$ cat src/mrd_pkg.sv
`timescale 1ns / 1ps

package mrd_pkg;

    // Fixed bytes of the reply report
    localparam logic [7:0] SYNC_BYTE   = 8'hAA;
    localparam logic [7:0] MARK_BYTE   = 8'hA5;
    localparam logic [7:0] CMD_BAT     = 8'h30;
    localparam logic [7:0] CMD_RES     = 8'h0E;
    localparam logic [7:0] LEN_BAT     = 8'h0A;
    localparam logic [7:0] LEN_RES     = 8'h2E;
    localparam logic [7:0] ONE_BYTE    = 8'h01;
    localparam logic [7:0] BAT_MAX_PCT = 8'd100;

    // Byte positions within the report
    localparam int POS_SYNC   = 0;
    localparam int POS_CMD    = 1;
    localparam int POS_MARK   = 2;
    localparam int POS_LEN    = 4;
    localparam int POS_ONE_LO = 5;
    localparam int POS_ONE_HI = 7;
    localparam int POS_PCT    = 8;
    localparam int POS_COUNT  = 11;
    localparam int POS_ACTIVE = 12;
    localparam int POS_STAGE0 = 13;

    // Configuration registers
    localparam int CFG_IDX_W = 1;
    localparam logic [CFG_IDX_W-1:0] CFG_DPI_MIN = 1'b0;
    localparam logic [CFG_IDX_W-1:0] CFG_DPI_MAX = 1'b1;
    localparam logic [15:0] DPI_MIN_RST = 16'd50;
    localparam logic [15:0] DPI_MAX_RST = 16'd50000;

    typedef enum logic [1:0] {
        KIND_NONE = 2'd0,
        KIND_RES  = 2'd1,
        KIND_BAT  = 2'd2
    } t_kind;

    typedef enum logic [1:0] {
        ST_REJECT = 2'd0,
        ST_RES    = 2'd1,
        ST_BAT    = 2'd2
    } t_status;

    typedef struct packed {
        t_status     status;
        logic [15:0] reading;
    } t_result;

endpackage

$ cat src/mrd_core.sv
`timescale 1ns / 1ps

module mrd_core
    import mrd_pkg::*;
#(
    parameter int REPORT_BYTES = 64,
    parameter int MAX_STAGES   = 6
) (
    input  logic        i_clk,
    input  logic        i_rst_n,
    input  logic        i_step,
    input  logic [7:0]  i_byte,
    input  logic        i_last,
    input  logic [15:0] i_dpi_min,
    input  logic [15:0] i_dpi_max,
    output logic        o_res_valid,
    output t_result     o_res
);

    localparam int IDX_W = $clog2(REPORT_BYTES + 1);
    localparam int CNT_W = $clog2(MAX_STAGES + 1);
    localparam int POS_W = IDX_W + 1;

    logic [IDX_W-1:0] r_idx,      n_idx;
    logic             r_overlong, n_overlong;
    logic             r_ok,       n_ok;
    t_kind            r_kind,     n_kind;
    logic [CNT_W-1:0] r_count,    n_count;
    logic [CNT_W-1:0] r_active,   n_active;
    logic [7:0]       r_low,      n_low;
    logic [15:0]      r_pick,     n_pick;

    logic [POS_W-1:0] pos;
    logic [POS_W-1:0] stage_end;
    logic [POS_W-1:0] off;
    logic [POS_W-1:0] stage_num;
    logic             in_stages;
    logic [15:0]      value;
    logic             pass;

    assign pos       = POS_W'(r_idx);
    assign stage_end = POS_W'(POS_STAGE0) + POS_W'({r_count, 1'b0});
    assign off       = pos - POS_W'(POS_STAGE0);
    assign stage_num = POS_W'(off[POS_W-1:1]) + POS_W'(1);
    assign in_stages = (pos >= POS_W'(POS_STAGE0)) && (pos < stage_end);
    assign value     = {i_byte, r_low};

    always_comb begin
        n_idx      = r_idx;
        n_overlong = r_overlong;
        n_ok       = r_ok;
        n_kind     = r_kind;
        n_count    = r_count;
        n_active   = r_active;
        n_low      = r_low;
        n_pick     = r_pick;
        pass       = 1'b0;
        o_res      = '{status: ST_REJECT, reading: 16'd0};

        if (i_step) begin
            if (pos >= POS_W'(REPORT_BYTES)) begin
                n_overlong = 1'b1;
            end else begin
                n_idx = r_idx + IDX_W'(1);
                if (pos == POS_W'(POS_SYNC)) begin
                    if (i_byte != SYNC_BYTE) n_ok = 1'b0;
                end else if (pos == POS_W'(POS_CMD)) begin
                    if (i_byte == CMD_BAT) begin
                        n_kind = KIND_BAT;
                    end else if (i_byte == CMD_RES) begin
                        n_kind = KIND_RES;
                    end else begin
                        n_kind = KIND_NONE;
                        n_ok   = 1'b0;
                    end
                end else if (pos == POS_W'(POS_MARK)) begin
                    if (i_byte != MARK_BYTE) n_ok = 1'b0;
                end else if (pos == POS_W'(POS_LEN)) begin
                    if (r_kind == KIND_BAT && i_byte != LEN_BAT) n_ok = 1'b0;
                    if (r_kind == KIND_RES && i_byte != LEN_RES) n_ok = 1'b0;
                end else if (pos >= POS_W'(POS_ONE_LO) && pos <= POS_W'(POS_ONE_HI)) begin
                    if (i_byte != ONE_BYTE) n_ok = 1'b0;
                end else if (r_kind == KIND_BAT) begin
                    if (pos == POS_W'(POS_PCT)) begin
                        if (i_byte > BAT_MAX_PCT) n_ok = 1'b0;
                        n_pick = {8'd0, i_byte};
                    end
                end else if (r_kind == KIND_RES) begin
                    if (pos == POS_W'(POS_COUNT)) begin
                        // An out-of-range count already fails the report, so a zero
                        // count is kept and no stage bytes are examined.
                        if (i_byte == 8'd0 || i_byte > 8'(MAX_STAGES)) begin
                            n_ok    = 1'b0;
                            n_count = '0;
                        end else begin
                            n_count = i_byte[CNT_W-1:0];
                        end
                    end else if (pos == POS_W'(POS_ACTIVE)) begin
                        n_active = i_byte[CNT_W-1:0];
                        if (i_byte == 8'd0 || i_byte > 8'(r_count)) n_ok = 1'b0;
                    end else if (in_stages) begin
                        if (!off[0]) begin
                            n_low = i_byte;
                        end else begin
                            if (value < i_dpi_min || value > i_dpi_max) n_ok = 1'b0;
                            if (stage_num == POS_W'(r_active)) n_pick = value;
                        end
                    end
                end
            end

            if (i_last) begin
                pass = n_ok && !n_overlong && (pos == POS_W'(REPORT_BYTES - 1))
                       && (n_kind != KIND_NONE);
                if (pass) begin
                    case (n_kind)
                        KIND_RES: o_res.status = ST_RES;
                        KIND_BAT: o_res.status = ST_BAT;
                        default:  o_res.status = ST_REJECT;
                    endcase
                    o_res.reading = n_pick;
                end
                n_idx      = '0;
                n_overlong = 1'b0;
                n_ok       = 1'b1;
                n_kind     = KIND_NONE;
                n_count    = '0;
                n_active   = '0;
                n_low      = '0;
                n_pick     = '0;
            end
        end
    end

    assign o_res_valid = i_step && i_last;

    always_ff @(posedge i_clk) begin
        if (!i_rst_n) begin
            r_idx      <= '0;
            r_overlong <= 1'b0;
            r_ok       <= 1'b1;
            r_kind     <= KIND_NONE;
            r_count    <= '0;
            r_active   <= '0;
            r_low      <= '0;
            r_pick     <= '0;
        end else begin
            r_idx      <= n_idx;
            r_overlong <= n_overlong;
            r_ok       <= n_ok;
            r_kind     <= n_kind;
            r_count    <= n_count;
            r_active   <= n_active;
            r_low      <= n_low;
            r_pick     <= n_pick;
        end
    end

endmodule

$ cat src/mouse_report_decoder.sv
`timescale 1ns / 1ps
// Channel     Direction  Handshake                        Payload
// s_axis      in         i_s_axis_tvalid/o_s_axis_tready  tdata = data_byte, tlast = last_byte
// m_axis      out        o_m_axis_tvalid/i_m_axis_tready  tdata = reading, tuser = status
// cfg         in         i_cfg_valid/o_cfg_ready          index 0 dpi_min, 1 dpi_max
//
// One word per cycle is taken while the input is not stalled; each word passes an input
// register, then the check logic updates the report state and, on the last word, loads
// the result register, from which the result is offered.
// Reset is synchronous and active low; it restores the bounds to 50 and 50000.
// While a result waits in the output register, non-final words still flow;
// only a second final word stalls the input.

module mouse_report_decoder
    import mrd_pkg::*;
#(
    parameter int REPORT_BYTES = 64,
    parameter int MAX_STAGES   = 6
) (
    input  logic                 i_clk,
    input  logic                 i_rst_n,
    input  logic                 i_s_axis_tvalid,
    output logic                 o_s_axis_tready,
    input  logic [7:0]           i_s_axis_tdata,   // [7:0] data_byte
    input  logic                 i_s_axis_tlast,
    output logic                 o_m_axis_tvalid,
    input  logic                 i_m_axis_tready,
    output logic [15:0]          o_m_axis_tdata,   // [15:0] reading
    output logic [1:0]           o_m_axis_tuser,   // [1:0] status
    input  logic                 i_cfg_valid,
    output logic                 o_cfg_ready,
    input  logic [CFG_IDX_W-1:0] i_cfg_index,
    input  logic [15:0]          i_cfg_data
);

    logic [15:0] r_dpi_min;
    logic [15:0] r_dpi_max;

    logic        r_in_valid;
    logic [7:0]  r_in_byte;
    logic        r_in_last;

    logic        r_out_valid;
    t_result     r_out;

    logic        advance;
    logic        step;
    logic        res_valid;
    t_result     res;

    // The input word moves on unless it is final and the result register is full and not being taken.
    assign advance = !r_in_valid || !r_in_last || !r_out_valid || i_m_axis_tready;
    assign step    = r_in_valid && advance;

    assign o_s_axis_tready = advance;
    assign o_cfg_ready     = 1'b1;

    always_ff @(posedge i_clk) begin
        if (!i_rst_n) begin
            r_dpi_min <= DPI_MIN_RST;
            r_dpi_max <= DPI_MAX_RST;
        end else if (i_cfg_valid) begin
            case (i_cfg_index)
                CFG_DPI_MIN: r_dpi_min <= i_cfg_data;
                CFG_DPI_MAX: r_dpi_max <= i_cfg_data;
                default: ;
            endcase
        end
    end

    always_ff @(posedge i_clk) begin
        if (!i_rst_n) begin
            r_in_valid <= 1'b0;
        end else if (i_s_axis_tvalid && o_s_axis_tready) begin
            r_in_valid <= 1'b1;
        end else if (step) begin
            r_in_valid <= 1'b0;
        end
    end

    always_ff @(posedge i_clk) begin
        if (i_s_axis_tvalid && o_s_axis_tready) begin
            r_in_byte <= i_s_axis_tdata;
            r_in_last <= i_s_axis_tlast;
        end
    end

    mrd_core #(
        .REPORT_BYTES (REPORT_BYTES),
        .MAX_STAGES   (MAX_STAGES)
    ) u_core (
        .i_clk       (i_clk),
        .i_rst_n     (i_rst_n),
        .i_step      (step),
        .i_byte      (r_in_byte),
        .i_last      (r_in_last),
        .i_dpi_min   (r_dpi_min),
        .i_dpi_max   (r_dpi_max),
        .o_res_valid (res_valid),
        .o_res       (res)
    );

    always_ff @(posedge i_clk) begin
        if (!i_rst_n) begin
            r_out_valid <= 1'b0;
        end else if (res_valid) begin
            r_out_valid <= 1'b1;
        end else if (i_m_axis_tready) begin
            r_out_valid <= 1'b0;
        end
    end

    always_ff @(posedge i_clk) begin
        if (res_valid) begin
            r_out <= res;
        end
    end

    assign o_m_axis_tvalid = r_out_valid;
    assign o_m_axis_tdata  = r_out.reading;
    assign o_m_axis_tuser  = r_out.status;

endmodule

$ cat config.mk
export PLATFORM = sky130hd
export DESIGN_NAME = mouse_report_decoder
export DESIGN_NICKNAME = d
export VERILOG_FILES = /design/src/mrd_pkg.sv /design/src/mrd_core.sv /design/src/mouse_report_decoder.sv
export SDC_FILE = /design/constraint.sdc
export NUM_CORES = 1
export LEC_CHECK = 0
export ABC_AREA = 1
export BUFFER_PORTS_ARGS = -buffer_cell sky130_fd_sc_hd__buf_4
export CAP_MARGIN = 20
export CORE_MARGIN = 3
export CORE_UTILIZATION = 35
export CTS_CLUSTER_SIZE = 8
export DETAILED_ROUTE_END_ITERATION = 7
export PLACE_DENSITY_LB_ADDON = 0.05
export SYNTH_ARGS = -nofsm -noshare
export SYNTH_HDL_FRONTEND = slang
export SYNTH_SLANG_ARGS = --single-unit
$ cat constraint.sdc
create_clock -name i_clk -period 2.93 [get_ports i_clk]
set_input_delay 0.1465 -clock i_clk [delete_from_list [all_inputs] [get_ports i_clk]]
set_output_delay 0.1465 -clock i_clk [all_outputs]
set_load 0.05 [all_outputs]
==> results of run 1 <==
[layout make-up]
type / instances / area [um2] / share of cell area (%)
clock buffers: 13 / 260 / 3.65
inverters: 120 / 452 / 6.33
flip-flops and latches: 102 / 2310 / 32.4
multi-input cells: 589 / 3120 / 43.7
clock inverters: 3 / 67.6 / 0.947
repair buffers: 81 / 651 / 9.11
well taps: 220 / 275 / 3.86
[through the flow]
step           cells  worst slack [ns]
2_1_floorplan    835             0.351
3_3_place_gp    1101             0.278
3_5_place_dp    1103             0.255
4_1_cts         1128             0.230
5_1_grt         1128           0.00545
6_report        1128             0.290
[logic make-up (layout without fill, tap and decap cells)]
group | Yosys count | count (layout)
other | 1 | 1
adder cells (fa/ha/maj) | 45 | 45
AO/OA/AOI/OAI | 187 | 187
XOR/XNOR | 5 | 5
buffers and inverters | 144 | 217
AND/OR/NAND/NOR | 351 | 351
flip-flops | 102 | 102
[path summary, 6_finish.rpt]
| kind | to | slack, ns | depth (start not counted) |
|---|---|---|---|
| min | r_dpi_max[4]$_SDFFE_PN1P_ | 0.03 | 3 |
| max | o_m_axis_tdata[10]$_SDFFCE_PN0P_ | 0.29 | 14 |
| min reg2reg | r_dpi_min[15]$_SDFFE_PN0P_ | 0.46 | 2 |
| max reg2reg | o_m_axis_tdata[10]$_SDFFCE_PN0P_ | 0.29 | 14 |
[power by group]
group,switching [mW],internal [mW],leakage [nW]
clock network,0.522,0.797,0.156
registers,0.0286,1.49,0.868
logic,0.266,0.153,2.09
[timing repair]
item	CTS	global route
endpoints found under the hold margin	9	0
resized for setup	0	2
hold buffers	9	0
setup endpoints to repair	0	3
[flip-flops by register name (all words and copies together), names as in the netlist, 2 cells and up]
| register | cells |
|---|---|
| u_core.r_active | 3 |
| u_core.r_pick | 16 |
| r_dpi_max | 16 |
| u_core.r_kind | 2 |
| u_core.r_low | 8 |
| r_dpi_min | 16 |
| u_core.r_count | 3 |
| o_m_axis_tdata | 16 |
| u_core.r_idx | 7 |
| o_m_axis_tuser | 2 |
| r_in_byte | 8 |
[cells in the final DEF (no fill, tap or decap), types with 13 or more instances in the layout]
| cell type | netlist | final |
|---|---|---|
| buf_4 | 2 | 71 |
| edfxtp_1 | 27 | 27 |
| nor3_1 | 13 | 13 |
| inv_1 | 114 | 114 |
| nand2_1 | 189 | 189 |
| o211ai_1 | 14 | 14 |
| ha_1 | 45 | 45 |
| a21oi_1 | 81 | 81 |
| o21ai_0 | 64 | 63 |
| dfxtp_1 | 75 | 75 |
| nor2_1 | 92 | 92 |
| nand3_1 | 37 | 37 |
[worst max-delay path: cells and delay by family (launching register included)]
kind,cells,cell delay [ns]
AOI/OAI and AO/OA,1,0.14
xor gates and xnor gates,1,0.14
adders and majority gates,2,0.63
buffers and inverters,2,0.14
DFF,1,0.34
and+or+nand+nor,8,1.07
[layer usage]
layer | routed length [um] | up-vias
li1 | - | 2877
met4 | 411 | 0
met1 | 7960 | 2536
met3 | 773 | 29
met2 | 7510 | 128
met5 | 0 | -
==> qor.yml, run 1 <==
status:
  status: "completed"
global_route:
  use_met2_pct: 29.5
  grt_max_degree: 42
  grt_antenna_before_repair: 0
  grt_use_total_pct: 18.6
  busiest_layer: "met2"
  met1_usage_pct: 25.4
  use_met3_pct: 3.75
  grt_pass1_wl_um: 27400
  overflow: 0
  first_global_vias: 5336
final_layout:
  final_nets: 979
  antenna_cells: 0
  drive_gt1_share_pct: 11.5
  area_delta_synth_final_pct: 19.3
  fillers: 1742
  utilization_pct: 42.9
  fin_area_um2: 7140
pwr:
  power_mw: 3.26
  vdd_drop_max_uv: 291
  power.density_nw_per_um2: 457
  p_leak_nw: 3.12
sta:
  timing.final.crit_period_ns: 2.64
  hold_slack_ns: 0.0277
  clock_skew_ns: 0.00907
  tns_ns: 0
  final_hold_viol_count: 0
  slew_headroom_pct: 51.2
  setup_violations: 0
  drv_slew: 0
  period_share_pct: 90.1
  timing.fmax_mhz: 379
  worst_pin_slew_ns: 0.731
  rsz0062_at_grt: "no"
hold_path:
  hold_class: "input port to flip-flop"
  hp-start: "i_cfg_data[4]"
yosys:
  synthTopCellsByArea: "dfxtp_1 (25%), edfxtp_1 (14%), nand2_1 (12%)"
  synthCells: 835
  ys_warn_count: 0
  synthXorXnorAreaFrac_pct: 0.732
  synth_fa_ha_area_share_pct: 9.41
  yosysUniqueCellTypes: 44
  netlist.area_leader.share_pct: 25.1
  ys_seq_area_share_pct: 38.6
  muxShareOfSynthArea_pct: 0
  synth_edf_count: 27
  synth_common_cells: "nand2_1 (189), inv_1 (114), nor2_1 (92)"
  synth_fp_nets: 911
  synth_ff_type: "dfxtp_1"
  synthArstFlopShare_pct: 0
  synth_top_family_by_area: "simple AND/OR/NAND/NOR gates"
  synthSimpleGateAreaFrac_pct: 24.6
  syn_area_per_cell_um2: 7.17
  synth_compound_gate_area_share_pct: 17.2
  synth_top_area_cell: "dfxtp_1"
  netlist_area_um2: 5990
  synth_most_common_cell: "nand2_1"
  synth_seq_cells: 102
drt:
  drt_pass1_iterations: 5
  ant_nets: 0
  drcViolationCount: 0
  num_vias: 5570
  wl_per_cell_um: 14.8
  routed_wl_um: 16700
  drtIter0Drc: 305
  viasPerCell: 4.94
clocking:
  clk_path_buf_depth: 2
  cts_max_level: 3
  cts_setup_buffers: 0
  insertion_delay_ns: 0.35
  cts_sinks: 102
  cts_tree: "done"
  cts_root_buf: "clkbuf_16"
  cts_made_buffers: 9
  clk_pin_slew_ns: 0.07
setup_path:
  crit_start: "u_core.r_idx[0]$_SDFFE_PN0P_"
  slowest_stage: "dfxtp_1"
  end_kind: "flip-flop"
  startpoint_type: "flip-flop"
  crit_fanout: 17
  cp.required_ns: 3.14
  crit_arrival_ns: 2.85
  worstSetupPathType: "flip-flop to flip-flop"
  timing.rr.start: "u_core.r_idx[0]$_SDFFE_PN0P_"
  crit_chain: "inv_1 > ha_1 > inv_1 > ha_1 > xor2_1 > nor3_1 > o211ai_1 > nor2_2 > nand2_4 > nand2_8 > nand2_4 > nand2_1 > nand2_1 > nor2_1"
  cpPeakStageDelay_ns: 0.34
floorplan:
  core_region_area_um2: 16600
  rows: 47
  initial_core_util_pct: 36.0
  die_area_um2: 18700
  fp.dieH_um: 137
  ioPinCount: 52
  fp.dieW_um: 137
placed_design:
  detailed_place.area_um2: 6710
  dpl.hpwl_um: 12400
  place.gp.congestion: 0.818
  portBuffers: 50
flow_run:
  maxCapViolCount: 0
No activity file was read; power rests on OpenSTA's default activity.
==> run 2: changes to the inputs <==
- HOLD_SLACK_MARGIN: not set -> 0.05
==> run 2 against run 1 <==
Wire length rose by 0.22%. Largest power group unchanged. Sequential power barely moved. Hold slack improved by 0.050 ns. Cell count rose by 0.80%.
==> qor.yml, run 2 (synthesis results as in run 1) <==
status:
  status: "completed"
sta:
  rsz0062_at_grt: "no"
  final_hold_viol_count: 0  # unchanged
  layout_setup_ws_ns: 0.286  # -0.00358 ns
  slew_headroom_pct: 52.6  # +1.4 points
  timing.final.crit_period_ns: 2.64  # +0.00358 ns
  clock_skew_ns: 0.00974  # +0.000665 ns
  drv_slew: 0  # unchanged
  setup_violations: 0  # unchanged
  timing.fmax_mhz: 378  # -0.14%
  tns_ns: 0  # unchanged
  hold_slack_ns: 0.0779  # +0.0502 ns
  period_share_pct: 90.2  # +0.12 points
  worst_pin_slew_ns: 0.710  # -0.0209 ns
floorplan:
  initial_core_util_pct: 36.0  # unchanged
  die_area_um2: 18700  # unchanged
  rows: 47  # unchanged
  fp.dieH_um: 137  # unchanged
  core_region_area_um2: 16600  # unchanged
  ioPinCount: 52  # unchanged
  fp.dieW_um: 137  # unchanged
final_layout:
  final_nets: 988  # +0.92%
  antenna_cells: 0  # unchanged
  area_delta_synth_final_pct: 20.8
  layout_common_cells: "nand2_1 (189), inv_1 (114), nor2_1 (92), a21oi_1 (81), dfxtp_1 (75)"
  drive_gt1_share_pct: 11.3  # -0.11 points
  layout_commonest_cell: "nand2_1"
  utilization_pct: 43.4  # +0.54 points
placed_design:
  portBuffers: 50  # unchanged
  place_ws_ns: 0.255  # unchanged
  dpl.hpwl_um: 12400  # unchanged
  place.gp.congestion: 0.818  # unchanged
global_route:
  grt_pass1_wl_um: 27500  # +0.53%
  grt_use_total_pct: 18.7  # +0.076 points
  overflow: 0  # unchanged
  grt_max_degree: 42  # unchanged
  first_global_vias: 5405  # +1.3%
  grt_antenna_before_repair: 0  # unchanged
clocking:
  cts_sinks: 102  # unchanged
  clk_path_buf_depth: 2  # unchanged
  clk_pin_slew_ns: 0.07  # about the same
  cts_made_buffers: 9  # unchanged
  cts_tree: "done"
  insertion_delay_ns: 0.35  # about the same
  cts_max_level: 3  # unchanged
  cts_root_buf: "clkbuf_16"
drt:
  drt_pass1_iterations: 5  # unchanged
  drtIter0Drc: 324  # +6.2%
  ant_nets: 0  # unchanged
  routed_wl_um: 16700  # +0.22%
  num_vias: 5606  # +0.65%
  drcViolationCount: 0  # unchanged
  viasPerCell: 4.93  # -0.15%
  wl_per_cell_um: 14.7  # -0.57%
setup_path:
  crit_fanout: 17  # unchanged
  crit_family: "simple AND/OR/NAND/NOR gates"
  end_kind: "flip-flop"
  startpoint_type: "flip-flop"
  worstSetupPathType: "flip-flop to flip-flop"
  cpPeakStageDelay_ns: 0.33  # about the same
  cp_num_buf_inv: 2  # unchanged
  slowest_stage: "dfxtp_1"
  cp.required_ns: 3.14  # about the same
  crit_arrival_ns: 2.85  # about the same
  crit_chain: "inv_1 > ha_1 > inv_1 > ha_1 > xor2_1 > nor3_1 > o211ai_1 > nor2_2 > nand2_4 > nand2_8 > nand2_4 > nand2_1 > nand2_1 > nor2_1"
pwr:
  p_leak_nw: 3.15  # +1.2%
  power.density_nw_per_um2: 452  # -0.96%
  vdd_drop_max_uv: 306  # +5.3%
hold_path:
  hold_class: "input port to flip-flop"
flow_run:
  maxCapViolCount: 0  # unchanged
## run 2: where the power goes
group | internal (mW) | leakage [nW] | switching, mW
registers | 1.49 | 0.868 | 0.0284
clock network | 0.797 | 0.156 | 0.523
logic | 0.161 | 2.13 | 0.268
total | 2.45 | 3.15 | 0.819
## run 2: path summary, 6_finish.rpt
path / end / slack, ns / cells after the start / start
worst max-delay path: o_m_axis_tdata[10]$_SDFFCE_PN0P_ / 0.29 / 14 / u_core.r_idx[0]$_SDFFE_PN0P_
worst min-delay path: r_in_valid$_SDFFE_PN0P_ / 0.08 / 3 / i_s_axis_tvalid
worst max register to register: o_m_axis_tdata[10]$_SDFFCE_PN0P_ / 0.29 / 14 / u_core.r_idx[0]$_SDFFE_PN0P_
worst min register to register: r_dpi_min[15]$_SDFFE_PN0P_ / 0.46 / 2 / r_dpi_min[15]$_SDFFE_PN0P_
## run 2: layout make-up
class | count | area (um2)
fillers | 1729 | 9410
multi-input cells | 589 | 3120
flip-flops and latches | 102 | 2310
repair buffers | 90 | 741
inverters | 120 | 452
well taps | 220 | 275
clock buffers | 13 | 260
clock inverters | 3 | 67.6
## run 2: layer usage
metal / routed length (um) / share of wire (%) / track usage, % / vias to the layer above
met5: 0 / 0 / 0 / -
met4: 411 / 2.5 / 6.54 / 0
met3: 724 / 4.3 / 3.75 / 29
met2: 7540 / 45 / 29.8 / 122
met1: 8020 / 48 / 25.3 / 2560
li1: - / - / - / 2895
## run 2: what timing repair did
action | in CTS | in global routing
setup endpoints to repair | 0 | 3
hold buffers | 18 | 0
resized for setup | 0 | 2
hold endpoints to repair | 19 | 0
buffers inserted | 0 | 0
## run 2: tightest hold or removal path: cells and delay by family
family	cells	cell delay [ns]
AO/OA/AOI/OAI	1	0.06
buffers and inverters	2	0.17
## run 2: stage by stage
stage	instances	power (mW)	instance area, um2
3_3_place_gp	1101	1.95	6680
4_1_cts	1137	3.32	7220
5_1_grt	1137	3.44	7230
3_5_place_dp	1103	1.96	6710
2_1_floorplan	835	1.81	5990
6_report	1137	3.27	7230
